[config.mk]
export PLATFORM = sky130hd
export DESIGN_NAME = qfa_prep
export DESIGN_NICKNAME = d
export VERILOG_FILES = /design/src/rtl/core/qfa_pkg.sv /design/src/rtl/core/qfa_prep.sv
export SDC_FILE = /design/constraint.sdc
export NUM_CORES = 2
export LEC_CHECK = 0
export ABC_AREA = 1
export BUFFER_PORTS_ARGS = -buffer_cell sky130_fd_sc_hd__buf_2
export CAP_MARGIN = 30
export CORE_MARGIN = 5
export CORE_UTILIZATION = 45
export CTS_BUF_LIST = sky130_fd_sc_hd__clkbuf_8
export CTS_CLUSTER_SIZE = 24
export DETAILED_ROUTE_END_ITERATION = 8
export HOLD_SLACK_MARGIN = 0.05
export PLACE_DENSITY = 0.71
export SLEW_MARGIN = 15
export SYNTH_ARGS = -nofsm -noshare
export SYNTH_HDL_FRONTEND = slang
export SYNTH_SLANG_ARGS = --single-unit
[constraint.sdc]
create_clock -name clock -period 22.2 [get_ports clock]
set_clock_uncertainty 0.1 [all_clocks]
set_input_delay 2.22 -clock clock [delete_from_list [all_inputs] [get_ports clock]]
set_output_delay 2.22 -clock clock [all_outputs]
set_load 0.02 [all_outputs]
[src/rtl/core/qfa_pkg.sv]
// Package for the fixed-point ALU core: operation codes, status codes,
// default widths and the control struct carried down the divider chain.
// No dependencies.
`timescale 1ns / 1ps
`default_nettype none
package qfa_pkg;

   localparam int FRAC_BITS_DEF = 8;
   localparam int WORD_BITS_DEF = 32;

   typedef enum logic [3:0] {
      OP_ADD    = 4'd0,
      OP_SUB    = 4'd1,
      OP_MUL    = 4'd2,
      OP_DIV    = 4'd3,
      OP_GT     = 4'd4,
      OP_LT     = 4'd5,
      OP_GE     = 4'd6,
      OP_LE     = 4'd7,
      OP_EQ     = 4'd8,
      OP_NE     = 4'd9,
      OP_MIN    = 4'd10,
      OP_MAX    = 4'd11,
      OP_INC    = 4'd12,
      OP_DEC    = 4'd13,
      OP_TO_INT = 4'd14
   } op_type;

   localparam logic [1:0] ST_OK     = 2'd0;
   localparam logic [1:0] ST_DIVERR = 2'd1;
   localparam logic [1:0] ST_SAT    = 2'd2;

   typedef struct packed {
      logic       is_mul;
      logic       is_div;
      logic       neg;
      logic       flag;
      logic [1:0] status;
   } ctrl_type;

endpackage
`default_nettype wire

[src/rtl/core/qfa_prep.sv]
// Front stage: ops computed directly here, multiplier, divider operand setup.
// Depends on qfa_pkg.
`timescale 1ns / 1ps
`default_nettype none
module qfa_prep import qfa_pkg::*; #(
   parameter int FRAC_BITS = FRAC_BITS_DEF,
   parameter int WORD_BITS = WORD_BITS_DEF,
   localparam int NB = WORD_BITS + FRAC_BITS
) (
   input  wire logic                   clock,
   input  wire logic                   reset,
   input  wire logic                   en,
   input  wire logic                   valid,
   input  wire logic [3:0]             operation,
   input  wire logic [WORD_BITS-1:0]   operand_a,
   input  wire logic [WORD_BITS-1:0]   operand_b,
   output logic                        valid_ff,
   output ctrl_type                    ctrl_ff,
   output logic [NB-1:0]               nq_ff,
   output logic [WORD_BITS-1:0]        den_ff,
   output logic [2*WORD_BITS-1:0]      res_ff
);
   localparam logic [WORD_BITS-1:0] WMAX = {1'b0, {(WORD_BITS-1){1'b1}}};
   localparam logic [WORD_BITS-1:0] WMIN = {1'b1, {(WORD_BITS-1){1'b0}}};

   logic signed [WORD_BITS-1:0] sa, sb;
   logic [WORD_BITS:0]          sum, dif;
   logic [WORD_BITS-1:0]        ma, mb, r;
   logic                        lt, gt;
   ctrl_type                    ctrl_in;
   logic [2*WORD_BITS-1:0]      res_in;

   always_comb begin
      sa  = operand_a;
      sb  = operand_b;
      lt  = sa < sb;
      gt  = sb < sa;
      sum = {operand_a[WORD_BITS-1], operand_a} + {operand_b[WORD_BITS-1], operand_b};
      dif = {operand_a[WORD_BITS-1], operand_a} - {operand_b[WORD_BITS-1], operand_b};
      ma  = operand_a[WORD_BITS-1] ? ~operand_a + 1'b1 : operand_a;
      mb  = operand_b[WORD_BITS-1] ? ~operand_b + 1'b1 : operand_b;
      r       = '0;
      ctrl_in = '0;
      res_in  = '0;
      unique case (operation)
         OP_ADD: begin
            if (sum[WORD_BITS] != sum[WORD_BITS-1]) begin
               ctrl_in.status = ST_SAT;
               r = sum[WORD_BITS] ? WMIN : WMAX;
            end else r = sum[WORD_BITS-1:0];
         end
         OP_SUB: begin
            if (dif[WORD_BITS] != dif[WORD_BITS-1]) begin
               ctrl_in.status = ST_SAT;
               r = dif[WORD_BITS] ? WMIN : WMAX;
            end else r = dif[WORD_BITS-1:0];
         end
         OP_MUL: begin
            ctrl_in.is_mul = 1'b1;
            ctrl_in.neg    = operand_a[WORD_BITS-1] ^ operand_b[WORD_BITS-1];
         end
         OP_DIV: begin
            ctrl_in.is_div = 1'b1;
            ctrl_in.neg    = operand_a[WORD_BITS-1];
            if (operand_b[WORD_BITS-1] || operand_b == '0) ctrl_in.status = ST_DIVERR;
         end
         OP_GT: ctrl_in.flag = gt;
         OP_LT: ctrl_in.flag = lt;
         OP_GE: ctrl_in.flag = !lt;
         OP_LE: ctrl_in.flag = !gt;
         OP_EQ: ctrl_in.flag = operand_a == operand_b;
         OP_NE: ctrl_in.flag = operand_a != operand_b;
         OP_MIN: r = lt ? operand_a : operand_b;
         OP_MAX: r = gt ? operand_a : operand_b;
         OP_INC: begin
            if (operand_a == WMAX) begin
               ctrl_in.status = ST_SAT;
               r = operand_a;
            end else r = operand_a + 1'b1;
         end
         OP_DEC: begin
            if (operand_a == WMIN) begin
               ctrl_in.status = ST_SAT;
               r = operand_a;
            end else r = operand_a - 1'b1;
         end
         OP_TO_INT: r = WORD_BITS'(sa >>> FRAC_BITS);
         default: r = '0;
      endcase
      if (ctrl_in.is_mul) res_in = ma * mb;
      else res_in = {{WORD_BITS{1'b0}}, r};
   end

   always_ff @(posedge clock) begin
      if (reset) begin
         valid_ff <= 1'b0;
      end else if (en) begin
         valid_ff <= valid;
      end
      if (en) begin
         ctrl_ff <= ctrl_in;
         res_ff  <= res_in;
         nq_ff   <= {ma, {FRAC_BITS{1'b0}}};
         den_ff  <= operand_b;
      end
   end
endmodule
`default_nettype wire

Word level (Yosys, flattened, before mapping)
Cells that the tools add are included.

Flip-flop bits (word level): 135. Latch bits: 0. Memory bits (writable): 0. Memory bits (read-only): 0. Bits of input ports: 72. Output and inout bits: 143. Word-level logic and storage cells: 69. Memories kept: 0.

Add/sub/neg operators: 6. Multiply operators: 1. Divide/modulo/power cells: 0. Order comparisons: 2. Equal/unequal tests: 20. Shift operators: 0. Multiplexer cells: 22. Bitwise operators: 3. Reduce and logical (&&, ||, !) cells: 5.

Operators with widths (number): two-way mux 32 bit (11); case mux 32 bit (7 select lines) (1); adder 32 x 1 -> 32 bit, second input constant (3); less-than comparator 32 bit (2); multiplier 32 x 32 -> 64 bit (1); NOT 32 bit (2); adder 32 x 32 -> 33 bit (1); subtractor 32 x 32 -> 33 bit (1); equality test 32 x 31 -> 1 bit, second input constant (1); equality test 32 bit (1); equality test 32 bit, second input constant (1); logical NOT 32 bit (1); != test 32 bit (1); subtractor 32 x 1 -> 32 bit, second input constant (1); equality test 4 bit, second input constant (7); equality test 4 x 3 -> 1 bit, second input constant (4); case mux 2 bit (5 select lines) (1); equality test 4 x 2 -> 1 bit, second input constant (2); two-way mux 2 bit (4); case mux 1 bit (6 select lines) (1); equality test 4 x 1 -> 1 bit, second input constant (1); logical NOT 4 bit (1); two-way mux 1 bit (3); logical NOT 1 bit (2); 4 further kinds (5).

Logic depth before layout (Yosys ltp)
Word-level depth: 5. Mapped depth: 44. Mapped depth without buffers: 41.

Worst setup path before layout
No wires, ideal clock.

Kind: input port to flip-flop. From: input port operand_a[0]. To: register res_ff[39] (data pin). Library setup time: 0.261 ns. Arrival time: 9.882 ns. Data required time: 21.839 ns. Path slack: 11.957 ns. Cell stages on the path: 34. Buffers on the path: 3. Cells stage by stage: inv_1 > clkbuf_1 > clkbuf_1 > ha_1 > nand2_2 > inv_1 > nand2_2 > nor2_2 > xor2_1 > nand2_1 > o21ai_2 > buf_2 > nor2_1 > fa_1 > inv_1 > fa_1 > fa_1 > fa_1 > inv_1 > fa_1 > inv_1 > fa_1 > inv_1 > fa_1 > fa_1 > ha_1 > a21oi_1 > a21boi_0 > o21bai_1 > a21oi_1 > nand2_1 > a21o_1 > o21ai_0 > a21oi_1.

Word-level cells in the longest chain between the ends: 4.

Ends and longest elaborated chain: from (decl) (RTL line qfa_prep.sv:15) `input wire logic [WORD_BITS-1:0] operand_a,`; NOT 32 bit (RTL line qfa_prep.sv:40) `ma = operand_a[WORD_BITS-1] ? ~operand_a + 1'b1 : operand_a;`; adder 32 x 1 -> 32 bit (RTL line qfa_prep.sv:40); two-way mux 32 bit * (RTL line qfa_prep.sv:40); multiplier 32 x 32 -> 64 bit * (RTL line qfa_prep.sv:90) `if (ctrl_in.is_mul) res_in = ma * mb;`; to (signal assigned) (RTL line qfa_prep.sv:102) `res_ff <= res_in;`; to (decl) (RTL line qfa_prep.sv:21) `output logic [2*WORD_BITS-1:0] res_ff`.

Mark *: on every way between the ends. The rest lies on a longest branch, timed or not. A chain may end at the register's enable or synchronous reset.

Worst setup path in the final report
From: input port operand_b[0]. To: register res_ff[36] (data pin).

Word-level cells in the longest chain between the ends: 4.

Ends and longest elaborated chain: from (decl) (RTL line qfa_prep.sv:16) `input wire logic [WORD_BITS-1:0] operand_b,`; NOT 32 bit (RTL line qfa_prep.sv:41) `mb = operand_b[WORD_BITS-1] ? ~operand_b + 1'b1 : operand_b;`; adder 32 x 1 -> 32 bit (RTL line qfa_prep.sv:41); two-way mux 32 bit * (RTL line qfa_prep.sv:41); multiplier 32 x 32 -> 64 bit * (RTL line qfa_prep.sv:90).

Marks and branches as above.

==> run summary <==
worst-skew pair later-pin latency: 600 ps
Hold Fails Final Rpt: 0
kind of critical path: in -> reg
Critical-path top delay cell: inv_1
Synth top area share: 37.17%
cell mode on critical path: fa_1
TritonRoute pass-1 iters: 8
Mapped Cells: 6613
all-layer global routing usage: 37.97%
fin crit period: 12360 ps
DRC violations left: 0
Setup-failing EPs final: 0
flops & latches, synth: 135
Nets: 7956
initial core utilization: 45.24%
Post-Route WL: 216.3 mm
CTS tree: built
Avg WL per Cell: 26.79 um
Syn-to-layout area delta: 5.505%
grt total ovfl: 0
vias in the first global route: 46600
Initial DRC Count: 6128
RSZ-0062 raised after global routing: false
site row count: 120
most frequent cell after synthesis: nand2_1
Setup Fix Bufs, Post-CTS: 0
Worst Setup SP: operand_b[0]
core area: 106900 um2
Die ar.: 114100 um2
area leader, netlist: fa_1
crit share post-route: 55.68%
sequential share of the synthesized area: 8.362%
Slew @ Worst Pin: 1022 ps
worst endpoint required time: 22470 ps
synth cell count leaders: 1503 x nand2_1, 1406 x inv_1, 950 x nor2_1
path type of the worst min-delay path: reg -> reg
largest net degree at the start of global routing: 78
Die Ht: 337.8 um
Synth cell types: 57
area occupied by multi-input gates: 37670 um2
post-CTS sizing: 0
antenna violations before repair: 9
setup TNS: 0 ps
r2r startpoint: valid_ff$_SDFFE_PP0P_
Slew Limit Headroom: 31.87%
DP Wirelength: 173.0 mm
proportion of layout cells with a drive suffix above 1: 6.209%
number of buffers inserted by hold repair at cts: 0
Root Buffer: clkbuf_8
Crit. End Element: flop
FF+latch area: 4044 um2
Slew Limit Fails: 0
IO Port Bufs: 206
Critical Path AT: 12630 ps
first-pass GRT wire length: 314.6 mm
Synth warnings: 0
Register-to-Register Path Depth: 2
Critical path destination: res_ff[36]$_SDFFCE_PN0P_
clk buf depth: 2
worst flop-to-flop path endpoint: valid_ff$_SDFFE_PP0P_
Num CTS Buffers: 17
I/O pin count: 215
final worst setup slack: 9839 ps
pre-CTS WS: 9506 ps
critical path launch point type: input port
fill cell count: 10900
RePlAce Congestion: 1.076
Post-Syn Area: 48360 um2
fmax: 80.90 MHz
antenna-violating nets left: 0
number of synthesized flops with an enable pin: 134
clock-pin slew on the worst setup and hold paths: 90 ps
vias per cell: 5.768
Max-cap violations: 0
slowest stage delay, CP: 700 ps
Synth area leaders: fa_1 37%, nand2_1 12%, inv_1 11%
depth of the CTS H-tree: 4
ys async rst share: 0%
Critical Path Fanout Max: 25
Most used DFF post-synth: edfxtp_1
status: finished clean
flop-to-flop setup slack: 21510 ps
routed via count: 46560
sink count of the clock tree: 135
Avg Cell Area, Syn: 7.313 um2
Die X: 337.8 um
## how the worst min path moves through the flow
stage                                from                     to  slack [ps]  cells after the start
finish              valid_ff$_SDFFE_PP0P_  valid_ff$_SDFFE_PP0P_         420                      2
global route        valid_ff$_SDFFE_PP0P_  valid_ff$_SDFFE_PP0P_         450                      2
CTS                 valid_ff$_SDFFE_PP0P_  valid_ff$_SDFFE_PP0P_         430                      2
detailed placement  valid_ff$_SDFFE_PP0P_  valid_ff$_SDFFE_PP0P_         400                      2
global placement    valid_ff$_SDFFE_PP0P_  valid_ff$_SDFFE_PP0P_         370                      2
floorplan           valid_ff$_SDFFE_PP0P_  valid_ff$_SDFFE_PP0P_         480                      2
## cells by family (layout without fill, tap and decap cells)
kind of cell               Yosys count  in the layout  share of synthesized area [%]
AOI/OAI and AO/OA                  515            515                          5.782
xor gates and xnor gates           100            100                          1.827
adders and majority gates         1229           1229                          45.74
buffers and inverters             1728           1776                          13.95
DFF                                135            135                          8.362
muxes                                1              1                        0.02070
other                                1             10                       0.007754
and+or+nand+nor                   2904           2904                          24.31
## cell type report
type                            instances  share of cell area, %
Multi-Input combinational cell       4757                  73.83
Clock inverter                         15                 0.2550
Sequential cell                       135                  7.925
Clock buffer                           17                 0.4586
Tap cell                             1403                  3.440
Inverter                             1450                  10.67
Antenna cell                            2               0.009809
Timing Repair Buffer                  294                  3.413
## cell usage in the layout, fill, tap and decap left out, types with 5 or more instances in the layout
master and instances:
nor2_4 6, nand3_2 6, edfxtp_1 134, nand3b_1 5
nand2_2 17, fa_1 898, nand2_1 1498, o21a_1 9
ha_1 331, nand3_1 245, nor2_2 9, clkbuf_8 17
o22ai_1 5, buf_2 205, o21ai_0 200, a21o_1 13
o21ai_1 9, conb_1 8, nor2_1 947, clkinv_1 17
nand4_1 72, inv_1 1408, inv_2 27, nor3_1 57
a21oi_1 215, xnor2_1 8, xor2_1 89, nor4_1 18
buf_4 85, o211ai_1 12, a31oi_1 14, o21bai_1 20
## through the flow
stage                     utilization, %  hold slack, ps  instance area [um2]  instances
after detailed placement           47.38           404.9                50650       8039
after global routing               47.73           447.8                51020       8072
after floorplan                        -           478.8                48390       6620
final                              47.73           419.7                51020       8073
after CTS                          47.72           426.0                51020       8071
after global placement             47.32           369.3                50590       8036
## sequential cells by signal (all words and copies together), names as in the netlist
register / cells
valid_ff: 1
ctrl_ff: 6
res_ff: 64
nq_ff: 32
den_ff: 32
## metal layers
metal | GRT usage, % | part of all wire [%]
met5 | 0.1702 | 0.034
met4 | 15.91 | 5.4
met3 | 14.01 | 14
met2 | 54.85 | 41
met1 | 51.57 | 39
## worst max-delay path, delay by kind of cell
kind	cells	cell delay (ps)
adders and majority gates	9	4520
buffers and inverters	9	1820
and+or+nand+nor	13	2400
AOI/OAI and AO/OA	5	1590
Power is not shown: default switching activity piles up to over one toggle a cycle in this logic, so the estimate is an artifact.
