File: src/rtl/core/qfa_pkg.sv
// Package for the fixed-point ALU core: operation codes, status codes,
// default widths and the control struct carried down the divider chain.
// No dependencies.
`timescale 1ns / 1ps
`default_nettype none
package qfa_pkg;

   localparam int FRAC_BITS_DEF = 8;
   localparam int WORD_BITS_DEF = 32;

   typedef enum logic [3:0] {
      OP_ADD    = 4'd0,
      OP_SUB    = 4'd1,
      OP_MUL    = 4'd2,
      OP_DIV    = 4'd3,
      OP_GT     = 4'd4,
      OP_LT     = 4'd5,
      OP_GE     = 4'd6,
      OP_LE     = 4'd7,
      OP_EQ     = 4'd8,
      OP_NE     = 4'd9,
      OP_MIN    = 4'd10,
      OP_MAX    = 4'd11,
      OP_INC    = 4'd12,
      OP_DEC    = 4'd13,
      OP_TO_INT = 4'd14
   } op_type;

   localparam logic [1:0] ST_OK     = 2'd0;
   localparam logic [1:0] ST_DIVERR = 2'd1;
   localparam logic [1:0] ST_SAT    = 2'd2;

   typedef struct packed {
      logic       is_mul;
      logic       is_div;
      logic       neg;
      logic       flag;
      logic [1:0] status;
   } ctrl_type;

endpackage
`default_nettype wire

File: src/rtl/core/qfa_post.sv
// Final rounding and saturation of multiply and divide; result select.
// Depends on qfa_pkg.
`timescale 1ns / 1ps
`default_nettype none
module qfa_post import qfa_pkg::*; #(
   parameter int FRAC_BITS = FRAC_BITS_DEF,
   parameter int WORD_BITS = WORD_BITS_DEF,
   localparam int NB = WORD_BITS + FRAC_BITS
) (
   input  wire ctrl_type               ctrl,
   input  wire logic [WORD_BITS-1:0]   rem,
   input  wire logic [NB-1:0]          nq,
   input  wire logic [WORD_BITS-1:0]   den,
   input  wire logic [2*WORD_BITS-1:0] res,
   output logic [WORD_BITS-1:0]        result_value,
   output logic                        compare_flag,
   output logic [1:0]                  status
);
   localparam int MW = 2*WORD_BITS + 1 - FRAC_BITS;
   localparam logic [WORD_BITS-1:0] WMAX = {1'b0, {(WORD_BITS-1){1'b1}}};
   localparam logic [WORD_BITS-1:0] WMIN = {1'b1, {(WORD_BITS-1){1'b0}}};
   localparam logic [2*WORD_BITS:0] HALF = (2*WORD_BITS+1)'(1) << (FRAC_BITS-1);
   localparam logic [MW-1:0] MLIM = MW'(1) << (WORD_BITS-1);
   localparam logic [NB:0]   QLIM = (NB+1)'(1) << (WORD_BITS-1);

   logic [2*WORD_BITS:0] psum;
   logic [MW-1:0]        mq;
   logic [NB:0]          q;
   logic                 rnd, msat, qsat;

   always_comb begin
      psum = {1'b0, res} + HALF;
      mq   = psum[2*WORD_BITS:FRAC_BITS];
      msat = ctrl.neg ? mq > MLIM : mq >= MLIM;
      rnd  = {rem, 1'b0} >= {1'b0, den};
      q    = {1'b0, nq} + (NB+1)'(rnd);
      qsat = ctrl.neg ? q > QLIM : q >= QLIM;
      compare_flag = ctrl.flag;
      status       = ctrl.status;
      result_value = res[WORD_BITS-1:0];
      if (ctrl.is_mul) begin
         if (msat) begin
            status       = ST_SAT;
            result_value = ctrl.neg ? WMIN : WMAX;
         end else result_value = ctrl.neg ? ~mq[WORD_BITS-1:0] + 1'b1 : mq[WORD_BITS-1:0];
      end else if (ctrl.is_div) begin
         if (ctrl.status == ST_DIVERR) result_value = '0;
         else if (qsat) begin
            status       = ST_SAT;
            result_value = ctrl.neg ? WMIN : WMAX;
         end else result_value = ctrl.neg ? ~q[WORD_BITS-1:0] + 1'b1 : q[WORD_BITS-1:0];
      end
   end
endmodule
`default_nettype wire

File: config.mk
export PLATFORM = sky130hd
export DESIGN_NAME = qfa_post
export DESIGN_NICKNAME = d
export VERILOG_FILES = /design/src/rtl/core/qfa_pkg.sv /design/src/rtl/core/qfa_post.sv
export SDC_FILE = /design/constraint.sdc
export NUM_CORES = 1
export LEC_CHECK = 0
export ABC_CLOCK_PERIOD_IN_PS = 7100
export BUFFER_PORTS_ARGS = -buffer_cell sky130_fd_sc_hd__buf_2
export CAP_MARGIN = 20
export CORE_MARGIN = 5
export CORE_UTILIZATION = 50
export DETAILED_ROUTE_END_ITERATION = 12
export GPL_TIMING_DRIVEN = 0
export PLACE_DENSITY = 0.78
export REMOVE_ABC_BUFFERS = 1
export SLEW_MARGIN = 25
export SYNTH_ARGS = -nofsm -noshare
export SYNTH_HDL_FRONTEND = slang
export SYNTH_SLANG_ARGS = --single-unit
File: constraint.sdc
create_clock -name vclk -period 7.1
set_input_delay 0.71 -clock vclk [all_inputs]
set_output_delay 0.71 -clock vclk [all_outputs]
set_load 0.01 [all_outputs]
* After elaboration in Yosys (flattened, before gate mapping)
Index checks and enable logic that the tools add are counted.
Word-level totals: bits in registers 0, bits of input ports 174, output and inout port bits 35, word-level logic and storage cells 27
Operators by class: add/sub/neg operators 4, $lt $le $gt $ge 5, equal/unequal tests 1, muxes and demuxes 15, bitwise operators 2
Operators with widths (number):
- 2-to-1 mux 32 bit | 8
- adder 64 x 8 -> 65 bit, second input constant | 1
- adder 32 x 1 -> 32 bit, second input constant | 2
- inverter 32 bit | 2
- >= comparator 57 x 32 -> 1 bit, second input constant | 1
- greater-than comparator 57 x 32 -> 1 bit, second input constant | 1
- adder 40 x 1 -> 41 bit | 1
- >= comparator 41 x 32 -> 1 bit, second input constant | 1
- greater-than comparator 41 x 32 -> 1 bit, second input constant | 1
- >= comparator 33 x 32 -> 1 bit | 1
- 2-to-1 mux 2 bit | 5
- equality test 2 x 1 -> 1 bit, second input constant | 1
- 2-to-1 mux 1 bit | 2

* Longest topological paths before layout
Gate-level depths: netlist of the first run.
word-level depth 9, mapped depth 25, mapped depth without buffers 22

* Worst setup path before layout of the first run
Ideal clock, no wire load.
path kind input-to-output, start point input den[31], end point output result_value[14], arrival time 5292 ps, data required time 6390 ps, path slack 1098 ps, stages on the path 21, buffers on the path 3, path through inv_1 > ha_1 > nand4_1 > or4_1 > nor3_1 > a221oi_1 > o2111ai_1 > ha_1 > ha_1 > buf_2 > nand3_1 > or4_1 > buf_2 > or4_4 > mux2i_1 > nand4b_2 > nor2_4 > o211ai_2 > buf_2 > a221o_1 > a32oi_1
On the way: word-level cells in the longest chain between the ends 9, elaborated cells on any way between the ends 12, those cells by class 2 x add/sub; 3 x order compare; 6 x mux; 1 x bitwise
RTL lines:
- from (decl) | line qfa_post.sv:13 | input wire logic [WORD_BITS-1:0] den,
- >= comparator 33 x 32 -> 1 bit * | line qfa_post.sv:35 | rnd = {rem, 1'b0} >= {1'b0, den};
- adder 40 x 1 -> 41 bit * | line qfa_post.sv:36 | q = {1'b0, nq} + (NB+1)'(rnd);
- inverter 32 bit | line qfa_post.sv:51 | end else result_value = ctrl.neg ? ~q[WORD_BITS-1:0] + 1'b1 : q[WORD_BITS-1:0];
- adder 32 x 1 -> 32 bit | line qfa_post.sv:51
- 2-to-1 mux 32 bit | line qfa_post.sv:51
- 2-to-1 mux 32 bit * | line qfa_post.sv:48 | else if (qsat) begin
- 2-to-1 mux 32 bit * | line qfa_post.sv:47 | if (ctrl.status == ST_DIVERR) result_value = '0;
- 2-to-1 mux 32 bit * | line qfa_post.sv:46 | end else if (ctrl.is_div) begin
- 2-to-1 mux 32 bit * | line qfa_post.sv:41 | if (ctrl.is_mul) begin
- to (decl) | line qfa_post.sv:15 | output logic [WORD_BITS-1:0] result_value,
Mark *: on every way between the ends. The rest lies on a longest branch, timed or not.

* Worst setup path in the final report of the first run
start point input den[30], end point output result_value[14]
Same word-level chain as after synthesis.

==> impl_table.tex, run 1 <==
\begin{tabular}{lr}
\hline
Metric & Value \\
\hline
\multicolumn{2}{l}{\textbf{Outcome}} \\
Run status & finished clean \\
\multicolumn{2}{l}{\textbf{Layout}} \\
Area growth from synthesis to final layout & 14.8\% \\
Number of fill cells & 1459 \\
Number of clock buffers in the layout & 0 \\
FF+latch count & 0 \\
Storage element area & 0 µm² \\
Count of inserted antenna diode cells & 0 \\
NumNets Final & 1420 \\
Share of cells above drive strength 1 & 22.7\% \\
\multicolumn{2}{l}{\textbf{Global routing}} \\
Met3 Track Usage GR & 3.76\% \\
GR met1 Demand/Resource & 37.4\% \\
Via count of the first global-routing pass & 7932 \\
Global-route wire length before repair & 38.3 mm \\
Number of antenna violations at the first check in global routing & 0 \\
Remaining global-route overflow & 0 \\
Most congested layer reported by global routing & met2 \\
Total global-route track usage & 27.5\% \\
Largest net degree at the start of global routing & 67 \\
Met2 routing resource usage after global routing & 46.5\% \\
\multicolumn{2}{l}{\textbf{Timing}} \\
Minimum setup slack in the final design & 0.284 ns \\
Maximum operating frequency & 0.147 GHz \\
Least-Margin Pin Slew & 1.01 ns \\
Unrepaired setup endpoints after global routing & false \\
Ratio of final minimum period to clock period & 96.0\% \\
Shortest clock period the worst path allows after layout & 6.82 ns \\
Worst-case headroom to the max-slew limit & 32.6\% \\
Number of pins with negative max-slew slack in the final report & 0 \\
Final hold violation count & 0 \\
Final count of negative-setup-slack endpoints & 0 \\
\multicolumn{2}{l}{\textbf{Min path}} \\
Min-Delay Startpoint & ctrl[2] \\
Worst-case hold path end point & compare\_flag \\
Number of cells on the worst hold path & 0 \\
Hold WC Path Type & in -> out \\
\multicolumn{2}{l}{\textbf{Die}} \\
Initial core utilization & 50.3\% \\
Die span in x & 127 µm \\
Number of top-level pins & 209 \\
Area enclosed by the die boundary & 16200 µm² \\
Height of the die & 127 µm \\
Area of the placeable core & 13700 µm² \\
Num rows & 43 \\
\multicolumn{2}{l}{\textbf{Worst setup path}} \\
Capturing element type of the critical path & output pin \\
Kind of critical path & in -> out \\
Data required time at the worst endpoint & 6.39 ns \\
Crit path launch type & input pin \\
Maximum net fanout on the critical path & 16 \\
Data arrival, critical path & 6.11 ns \\
\multicolumn{2}{l}{\textbf{Placed design}} \\
DP Worst Slack & -0.345 ns \\
Placer Congestion & 1.02 \\
Port-buffer cells & 207 \\
Total half-perimeter wirelength after legalization and detailed placement & 19.9 mm \\
\multicolumn{2}{l}{\textbf{Logic synthesis}} \\
Post-Synthesis Mean Instance Area & 6.42 µm² \\
Cell count after synthesis & 1074 \\
Cell types with the largest area share after synthesis & xnor2\_1 9.3\%, nand3\_1 7.1\%, ha\_1 6.5\%, xor2\_1 5.1\%, nand4\_1 4.3\% \\
Synth warnings & 0 \\
Seq/Total Area, Yosys & 0\% \\
Dominant cell by count in the synthesized netlist & nand3\_1 \\
Top cell type by total area after synthesis & xnor2\_1 \\
Area share of the leading cell type in the synthesized netlist & 9.27\% \\
Cell area after technology mapping & 6900 µm² \\
Leading cell types by count after synthesis & 98 x nand3\_1, 75 x nand2\_1, 73 x xnor2\_1 \\
Cell variety after synth & 82 \\
\multicolumn{2}{l}{\textbf{Flow run}} \\
Count of maximum capacitance violations & 0 \\
\multicolumn{2}{l}{\textbf{Route}} \\
Initial DRC count & 975 \\
Count of TritonRoute iterations in the first routing pass & 5 \\
Routed Antenna Nets & 0 \\
Drc violations & 0 \\
Wirelength per Cell & 17.9 µm \\
Detailed-route wire length & 24.8 mm \\
Detail-routed via count per cell & 6.57 \\
Vias post-DR & 9125 \\
\multicolumn{2}{l}{\textbf{Power}} \\
Static leakage & 0.00308 µW \\
Overall power of the completed layout & 376 µW \\
Worst-case vdd ir drop & 0.0394 mV \\
Pwr Density & 47.5 nW/µm² \\
\hline
\end{tabular}
-- cell families after synthesis --
logic type,after synthesis,share of synthesized area [%]
buffers and inverters,148,9.51
adders and majority gates,36,6.53
xor gates and xnor gates,113,14.4
muxes,16,2.36
AOI/OAI and AO/OA,272,27.7
and+or+nand+nor,489,39.5
-- metal layers --
metal | part of all wire, % | wire length [µm]
met4 | 2.2 | 546
met2 | 46 | 11400
met5 | 0 | 0
met1 | 40 | 10000
met3 | 12 | 2870
-- layout by cell type, fill, tap and decap left out, types with 14 or more instances in the layout --
master	netlist	routed
nand4_1	47	47
a21oi_1	54	53
xnor2_1	73	73
xor2_1	40	40
nor4_1	40	38
o21ai_0	45	44
buf_2	21	206
mux2i_1	14	14
ha_1	36	34
or3_1	14	14
inv_1	63	63
a22oi_1	17	17
a32oi_1	15	15
a31oi_1	15	15
nand2_1	75	74
and3_1	22	22
nand3_1	98	96
nor3_1	42	40
nor2_1	63	62
-- worst max-delay path: stages --
cell	delay [ns]
buf_2	0.08
inv_1	0.07
ha_1	0.30
nand4_1	0.08
or4_1	0.55
nor3_2	0.23
a221oi_1	0.11
o2111ai_1	0.24
ha_2	0.32
ha_2	0.31
nand3_2	0.20
or4_4	0.52
o41ai_1	0.48
o2111ai_2	0.31
nor4_4	0.41
o211ai_4	0.25
a221o_1	0.35
a32oi_1	0.37
buf_2	0.21
-- stage by stage --
stage          setup TNS, ns  cell area [µm²]  std cells  hold WS [ns]  utilization, %
6_report                   0             7920       1388          1.42            57.7
5_1_grt                    0             7920       1388          1.42            57.7
4_1_cts                    0             7800       1380          1.42            56.8
3_5_place_dp           -4.10             7760       1380          1.42            56.6
3_3_place_gp           -2.79             7740       1378          1.42            56.5
2_1_floorplan              0             6480        991          1.42               -
-- power by group --
part	internal, µW	total [µW]	switching (µW)
clock	0	0	0
combinational	150	376	226
sequential	0	0	0
-- worst max path at each step --
stage | start | end | cells past startpoint
detailed placement | den[30] | result_value[16] | 20
CTS | den[30] | result_value[14] | 20
finish | den[30] | result_value[14] | 19
global route | den[30] | result_value[16] | 20
floorplan | den[31] | result_value[4] | 18
global placement | den[29] | result_value[16] | 20
-- final cells by class --
type | instances | area [µm²] | area share, %
inverter | 65 | 244 | 3.08
timing repair buffer | 217 | 1120 | 14.2
tap | 180 | 225 | 2.84
multi-input combinational | 926 | 6330 | 79.9
-- timing repair --
| item | CTS | global route |
|---|---|---|
| setup buffers | 0 | 7 |
| setup endpoints to repair | 28 | 34 |
| hold buffers | 0 | 0 |
| gates resized for setup | 8 | 9 |
| pin swaps | 0 | 3 |
(Power assumes the default switching activity.)
==> run 2, diff against run 1 <==
--- a/config.mk
+++ b/config.mk
@@ -6,13 +6,12 @@
 export NUM_CORES = 1
 export LEC_CHECK = 0
 export ABC_CLOCK_PERIOD_IN_PS = 7100
-export BUFFER_PORTS_ARGS = -buffer_cell sky130_fd_sc_hd__buf_2
-export CAP_MARGIN = 20
+export CAP_MARGIN = 5
 export CORE_MARGIN = 5
 export CORE_UTILIZATION = 50
 export DETAILED_ROUTE_END_ITERATION = 12
+export DONT_BUFFER_PORTS = 1
 export GPL_TIMING_DRIVEN = 0
-export PLACE_DENSITY = 0.78
 export REMOVE_ABC_BUFFERS = 1
 export SLEW_MARGIN = 25
 export SYNTH_ARGS = -nofsm -noshare
==> run 2 against run 1 <==
  * Combinational power shrank 32%
  * Via count shrank 11%
  * Final cell count shrank 15%
  * Sequential share of layout area is the same
  * First-iteration DRC count shrank 24%
  * Highest routed layer unchanged
==> impl_table.tex, run 2 (synthesis results as in run 1) <==
\begin{tabular}{lr}
\hline
Metric & Value \\
\hline
\multicolumn{2}{l}{\textbf{Layout}} \\
Area growth from synthesis to final layout & -0.744\% \\
Commonest cells after routing, fill and taps aside & 96 x nand3\_1, 75 x nand2\_1, 73 x xnor2\_1, 63 x inv\_1, 62 x nor2\_1 \\
FF+latch count & 0 \\
Storage element area & 0 µm² \\
Number of fill cells & 1533 \\
NumNets Final & 1207 \\
Count of inserted antenna diode cells & 0 \\
Number of clock buffers in the layout & 0 \\
Leading cell type in the layout, fill and taps excluded & nand3\_1 \\
Area of the multi-input gates & 6340 µm² \\
Share of cells above drive strength 1 & 6.03\% \\
\multicolumn{2}{l}{\textbf{Global routing}} \\
Largest net degree at the start of global routing & 67 \\
Via count of the first global-routing pass & 7349 \\
Total global-route track usage & 26.7\% \\
Number of antenna violations at the first check in global routing & 0 \\
Global-route wire length before repair & 36.9 mm \\
Remaining global-route overflow & 0 \\
\multicolumn{2}{l}{\textbf{Timing}} \\
Minimum setup slack in the final design & 0.346 ns \\
Setup total negative slack & 0 ns \\
Maximum operating frequency & 0.148 GHz \\
Ratio of final minimum period to clock period & 95.1\% \\
Number of pins with negative max-slew slack in the final report & 0 \\
Min Hold Slack & 1.42 ns \\
Shortest clock period the worst path allows after layout & 6.75 ns \\
Least-Margin Pin Slew & 1.03 ns \\
Unrepaired setup endpoints after global routing & false \\
Final count of negative-setup-slack endpoints & 0 \\
Worst-case headroom to the max-slew limit & 31.0\% \\
Final hold violation count & 0 \\
\multicolumn{2}{l}{\textbf{Die}} \\
Number of top-level pins & 209 \\
Height of the die & 127 µm \\
Num rows & 43 \\
Area of the placeable core & 13700 µm² \\
Die span in x & 127 µm \\
Area enclosed by the die boundary & 16200 µm² \\
Initial core utilization & 50.3\% \\
\multicolumn{2}{l}{\textbf{Power}} \\
Worst-case vdd ir drop & 0.0158 mV \\
Pwr Density & 37.2 nW/µm² \\
Static leakage & 0.00224 µW \\
\multicolumn{2}{l}{\textbf{Placed design}} \\
Placer Congestion & 0.928 \\
Total half-perimeter wirelength after legalization and detailed placement & 19.1 mm \\
Port-buffer cells & 0 \\
DP Worst Slack & -0.275 ns \\
\multicolumn{2}{l}{\textbf{Worst setup path}} \\
Data arrival, critical path & 6.04 ns \\
Data required time at the worst endpoint & 6.39 ns \\
Family of cells with the greatest summed delay on the critical path & simple AND/OR/NAND/NOR gates \\
Maximum net fanout on the critical path & 16 \\
Crit path launch type & input pin \\
Kind of critical path & in -> out \\
Capturing element type of the critical path & output pin \\
Critical Path, Cell by Cell & inv\_1 -> ha\_1 -> nand4\_1 -> or4\_1 -> nor3\_1 -> a221oi\_1 -> o2111ai\_1 -> ha\_1 -> ha\_2 -> nand3\_2 -> or4\_4 -> or4\_4 -> mux2i\_1 -> nand4b\_2 -> nor2\_4 -> o211ai\_4 -> or2\_2 -> a32oi\_1 \\
Critical path's slowest cell & or4\_4 \\
Maximum cell stage delay along the critical path & 0.54 ns \\
Crit path buf inv count & 1 \\
\multicolumn{2}{l}{\textbf{Flow run}} \\
Count of maximum capacitance violations & 0 \\
\multicolumn{2}{l}{\textbf{Route}} \\
Routed Antenna Nets & 0 \\
Vias post-DR & 8110 \\
Wirelength per Cell & 20.1 µm \\
Count of TritonRoute iterations in the first routing pass & 5 \\
Drc violations & 0 \\
Detail-routed via count per cell & 6.90 \\
Initial DRC count & 739 \\
Detailed-route wire length & 23.7 mm \\
\multicolumn{2}{l}{\textbf{Min path}} \\
Hold WC Path Type & in -> out \\
\multicolumn{2}{l}{\textbf{Outcome}} \\
Run status & finished clean \\
\hline
\end{tabular}
-- run 2: final cells by class --
cell class | instances | share of cell area (%)
timing repair buffer | 4 | 0.548
inverter | 65 | 3.56
tap | 180 | 3.29
multi-input combinational | 926 | 92.6
-- run 2: final timing paths --
path / start / end / slack, ns / cells past startpoint
max: den[31] / result_value[20] / 0.35 / 18
min: ctrl[2] / compare_flag / 1.42 / 0
-- run 2: per-layer routing --
| layer | vias to the layer above | track usage (%) | wire, µm |
|---|---|---|---|
| met5 | - | 0 | 0 |
| met4 | 0 | 4.04 | 354 |
| met3 | 31 | 5.39 | 2530 |
| met2 | 332 | 43.5 | 10600 |
| met1 | 3823 | 37.0 | 10100 |
| li1 | 3924 | - | - |
-- run 2: per-stage QoR --
stage / util (%) / cell area, µm² / instances / total power [µW]
global placement: 48.9 / 6710 / 1171 / 247
finish: 49.9 / 6840 / 1175 / 255
CTS: 49.3 / 6770 / 1173 / 251
global route: 49.9 / 6840 / 1175 / 284
floorplan: - / 6480 / 991 / 200
detailed placement: 49.1 / 6740 / 1173 / 249
-- run 2: power by group --
part | leakage, µW | switching (µW) | internal (µW)
Sequential | 0 | 0 | 0
Clock | 0 | 0 | 0
Combinational | 0.00224 | 148 | 106
Total | 0.00224 | 148 | 106
-- run 2: timing repair --
item / in CTS / in global routing
buffers inserted: 0 / 2
gates resized for setup: 5 / 12
hold buffers: 0 / 0
pin swaps: 0 / 2
endpoints found under the setup margin: 16 / 33
gates cloned: 0 / 0
==> run 3, diff against run 2 <==
--- a/config.mk
+++ b/config.mk
@@ -12,6 +12,7 @@
 export DETAILED_ROUTE_END_ITERATION = 12
 export DONT_BUFFER_PORTS = 1
 export GPL_TIMING_DRIVEN = 0
+export PLACE_DENSITY = 0.69
 export REMOVE_ABC_BUFFERS = 1
 export SLEW_MARGIN = 25
 export SYNTH_ARGS = -nofsm -noshare
==> run 3 against run 2 <==
  * Wire length decreased by 2.9%
  * Combinational power about the same
  * Via count increased by 1.1%
  * Utilization increased by 0.10 points
  * Count of clock-buffer cells in the layout unchanged
  * Worst setup slack got worse by 0.065 ns
  * Die area unchanged
  * Power about the same
  * Sequential cell count unchanged
  * Highest routed layer unchanged
==> impl_table.tex, run 3 (synthesis results as in run 1) <==
\begin{tabular}{lr}
\hline
Metric & Value \\
\hline
\multicolumn{2}{l}{\textbf{Layout}} \\
Storage element area & 0 µm² \\
Number of clock buffers in the layout & 0 \\
Number of fill cells & 1451 \\
Commonest cells after routing, fill and taps aside & 98 x nand3\_1, 75 x nand2\_1, 73 x xnor2\_1, 63 x inv\_1, 62 x nor2\_1 \\
FF+latch count & 0 \\
Count of inserted antenna diode cells & 0 \\
Area growth from synthesis to final layout & -0.544\% \\
Util after Layout & 50.0\% \\
Leading cell type in the layout, fill and taps excluded & nand3\_1 \\
NumNets Final & 1208 \\
Design Area, Final & 6860 µm² \\
Share of cells above drive strength 1 & 6.43\% \\
\multicolumn{2}{l}{\textbf{Route}} \\
Detailed-route wire length & 23.0 mm \\
Detail-routed via count per cell & 6.97 \\
Vias post-DR & 8197 \\
Initial DRC count & 712 \\
Routed Antenna Nets & 0 \\
Count of TritonRoute iterations in the first routing pass & 5 \\
Drc violations & 0 \\
Wirelength per Cell & 19.5 µm \\
\multicolumn{2}{l}{\textbf{Timing}} \\
Shortest clock period the worst path allows after layout & 6.82 ns \\
Minimum setup slack in the final design & 0.280 ns \\
Number of pins with negative max-slew slack in the final report & 0 \\
Maximum operating frequency & 0.147 GHz \\
Min Hold Slack & 1.42 ns \\
Final count of negative-setup-slack endpoints & 0 \\
Unrepaired setup endpoints after global routing & false \\
Worst-case headroom to the max-slew limit & 33.4\% \\
Final hold violation count & 0 \\
Least-Margin Pin Slew & 0.998 ns \\
Setup total negative slack & 0 ns \\
Ratio of final minimum period to clock period & 96.1\% \\
\multicolumn{2}{l}{\textbf{Placed design}} \\
Port-buffer cells & 0 \\
Placer Congestion & 0.943 \\
Cell Area, Placed & 6730 µm² \\
Total half-perimeter wirelength after legalization and detailed placement & 18.6 mm \\
DP Worst Slack & -0.0952 ns \\
\multicolumn{2}{l}{\textbf{Power}} \\
Proportion of power drawn by flip-flops and latches & 0\% \\
Part of the power in combinational logic & 100.0\% \\
Worst-case vdd ir drop & 0.0149 mV \\
Pwr Density & 37.2 nW/µm² \\
Switching share of power & 57.9\% \\
Static leakage & 0.00223 µW \\
Switching power total & 148 µW \\
Clock Power Share & 0\% \\
Internal cell power & 107 µW \\
\multicolumn{2}{l}{\textbf{Die}} \\
Die span in x & 127 µm \\
Area of the placeable core & 13700 µm² \\
Area enclosed by the die boundary & 16200 µm² \\
Height of the die & 127 µm \\
Num rows & 43 \\
Number of top-level pins & 209 \\
Initial core utilization & 50.3\% \\
\multicolumn{2}{l}{\textbf{Outcome}} \\
Run status & finished clean \\
\multicolumn{2}{l}{\textbf{Global routing}} \\
Number of antenna violations at the first check in global routing & 0 \\
Remaining global-route overflow & 0 \\
Via count of the first global-routing pass & 7485 \\
Global-route wire length before repair & 36.3 mm \\
Total global-route track usage & 26.0\% \\
Largest net degree at the start of global routing & 67 \\
\multicolumn{2}{l}{\textbf{Worst setup path}} \\
Data required time at the worst endpoint & 6.39 ns \\
Capturing element type of the critical path & output pin \\
Kind of critical path & in -> out \\
Crit path launch type & input pin \\
Maximum net fanout on the critical path & 16 \\
Data arrival, critical path & 6.11 ns \\
\multicolumn{2}{l}{\textbf{Min path}} \\
Hold WC Path Type & in -> out \\
\multicolumn{2}{l}{\textbf{Clock tree}} \\
Hold Buf Count CTS & 0 \\
\multicolumn{2}{l}{\textbf{Flow run}} \\
Count of maximum capacitance violations & 0 \\
\hline
\end{tabular}
run 3: cell count changes in the layout (fill, tap and decap cells not counted), moves of 2 or more:
cell     delta
a32oi_1     -3
a32oi_2     +3
buf_4       +2
nand3_1     +2
nand3_2     -2
nor4_2      +2
run 3: through the flow:
step / total power [µW] / cells
after floorplan: 200 / 991
after global placement: 244 / 1171
after detailed placement: 248 / 1173
after CTS: 250 / 1173
after global routing: 286 / 1176
final: 255 / 1176
run 3: repair_timing:
action / in CTS / in global routing
setup endpoints to repair: 6 / 33
gates resized for setup: 2 / 16
hold endpoints to repair: 0 / 0
pin swaps: 0 / 1
cloned: 0 / 0
buffers inserted: 0 / 3
run 3: area by class of cell:
| class | count | area (µm²) | share of cell area (%) |
|---|---|---|---|
| tap | 180 | 225 | 3.28 |
| multi-input combinational | 926 | 6350 | 92.6 |
| inverter | 65 | 244 | 3.56 |
| timing repair buffer | 5 | 41.3 | 0.602 |
run 3: final timing paths:
path | endpoint | startpoint | cells after the start | slack [ns]
max | result_value[13] | den[31] | 18 | 0.28
min | compare_flag | ctrl[2] | 0 | 1.42
run 3: critical path, stage by stage:
cell,delay [ns]
inv_1,0.03
ha_1,0.28
nand4_1,0.08
or4_1,0.49
nor3_1,0.24
a221oi_1,0.11
o2111ai_1,0.30
ha_1,0.37
ha_2,0.34
nand3_1,0.30
or4_4,0.57
or4_4,0.54
mux2i_1,0.20
nand4b_2,0.22
nor2_4,0.30
o211ai_4,0.24
a221o_1,0.34
a32oi_1,0.44
run 3: layer usage:
layer | routed length, µm | track usage, % | vias up
met4 | 448 | 5.17 | 0
met3 | 2580 | 5.89 | 36
met1 | 9130 | 33.7 | 3857
met2 | 10800 | 44.4 | 366
met5 | 0 | 0 | -
li1 | - | - | 3938
run 3: power by group through the flow:
stage / clock network (µW) / logic (µW) / registers [µW]
6_report: 0 / 255 / 0
3_3_place_gp: 0 / 244 / 0
5_1_grt: 0 / 286 / 0
3_5_place_dp: 0 / 248 / 0
4_1_cts: 0 / 250 / 0
2_1_floorplan: 0 / 200 / 0
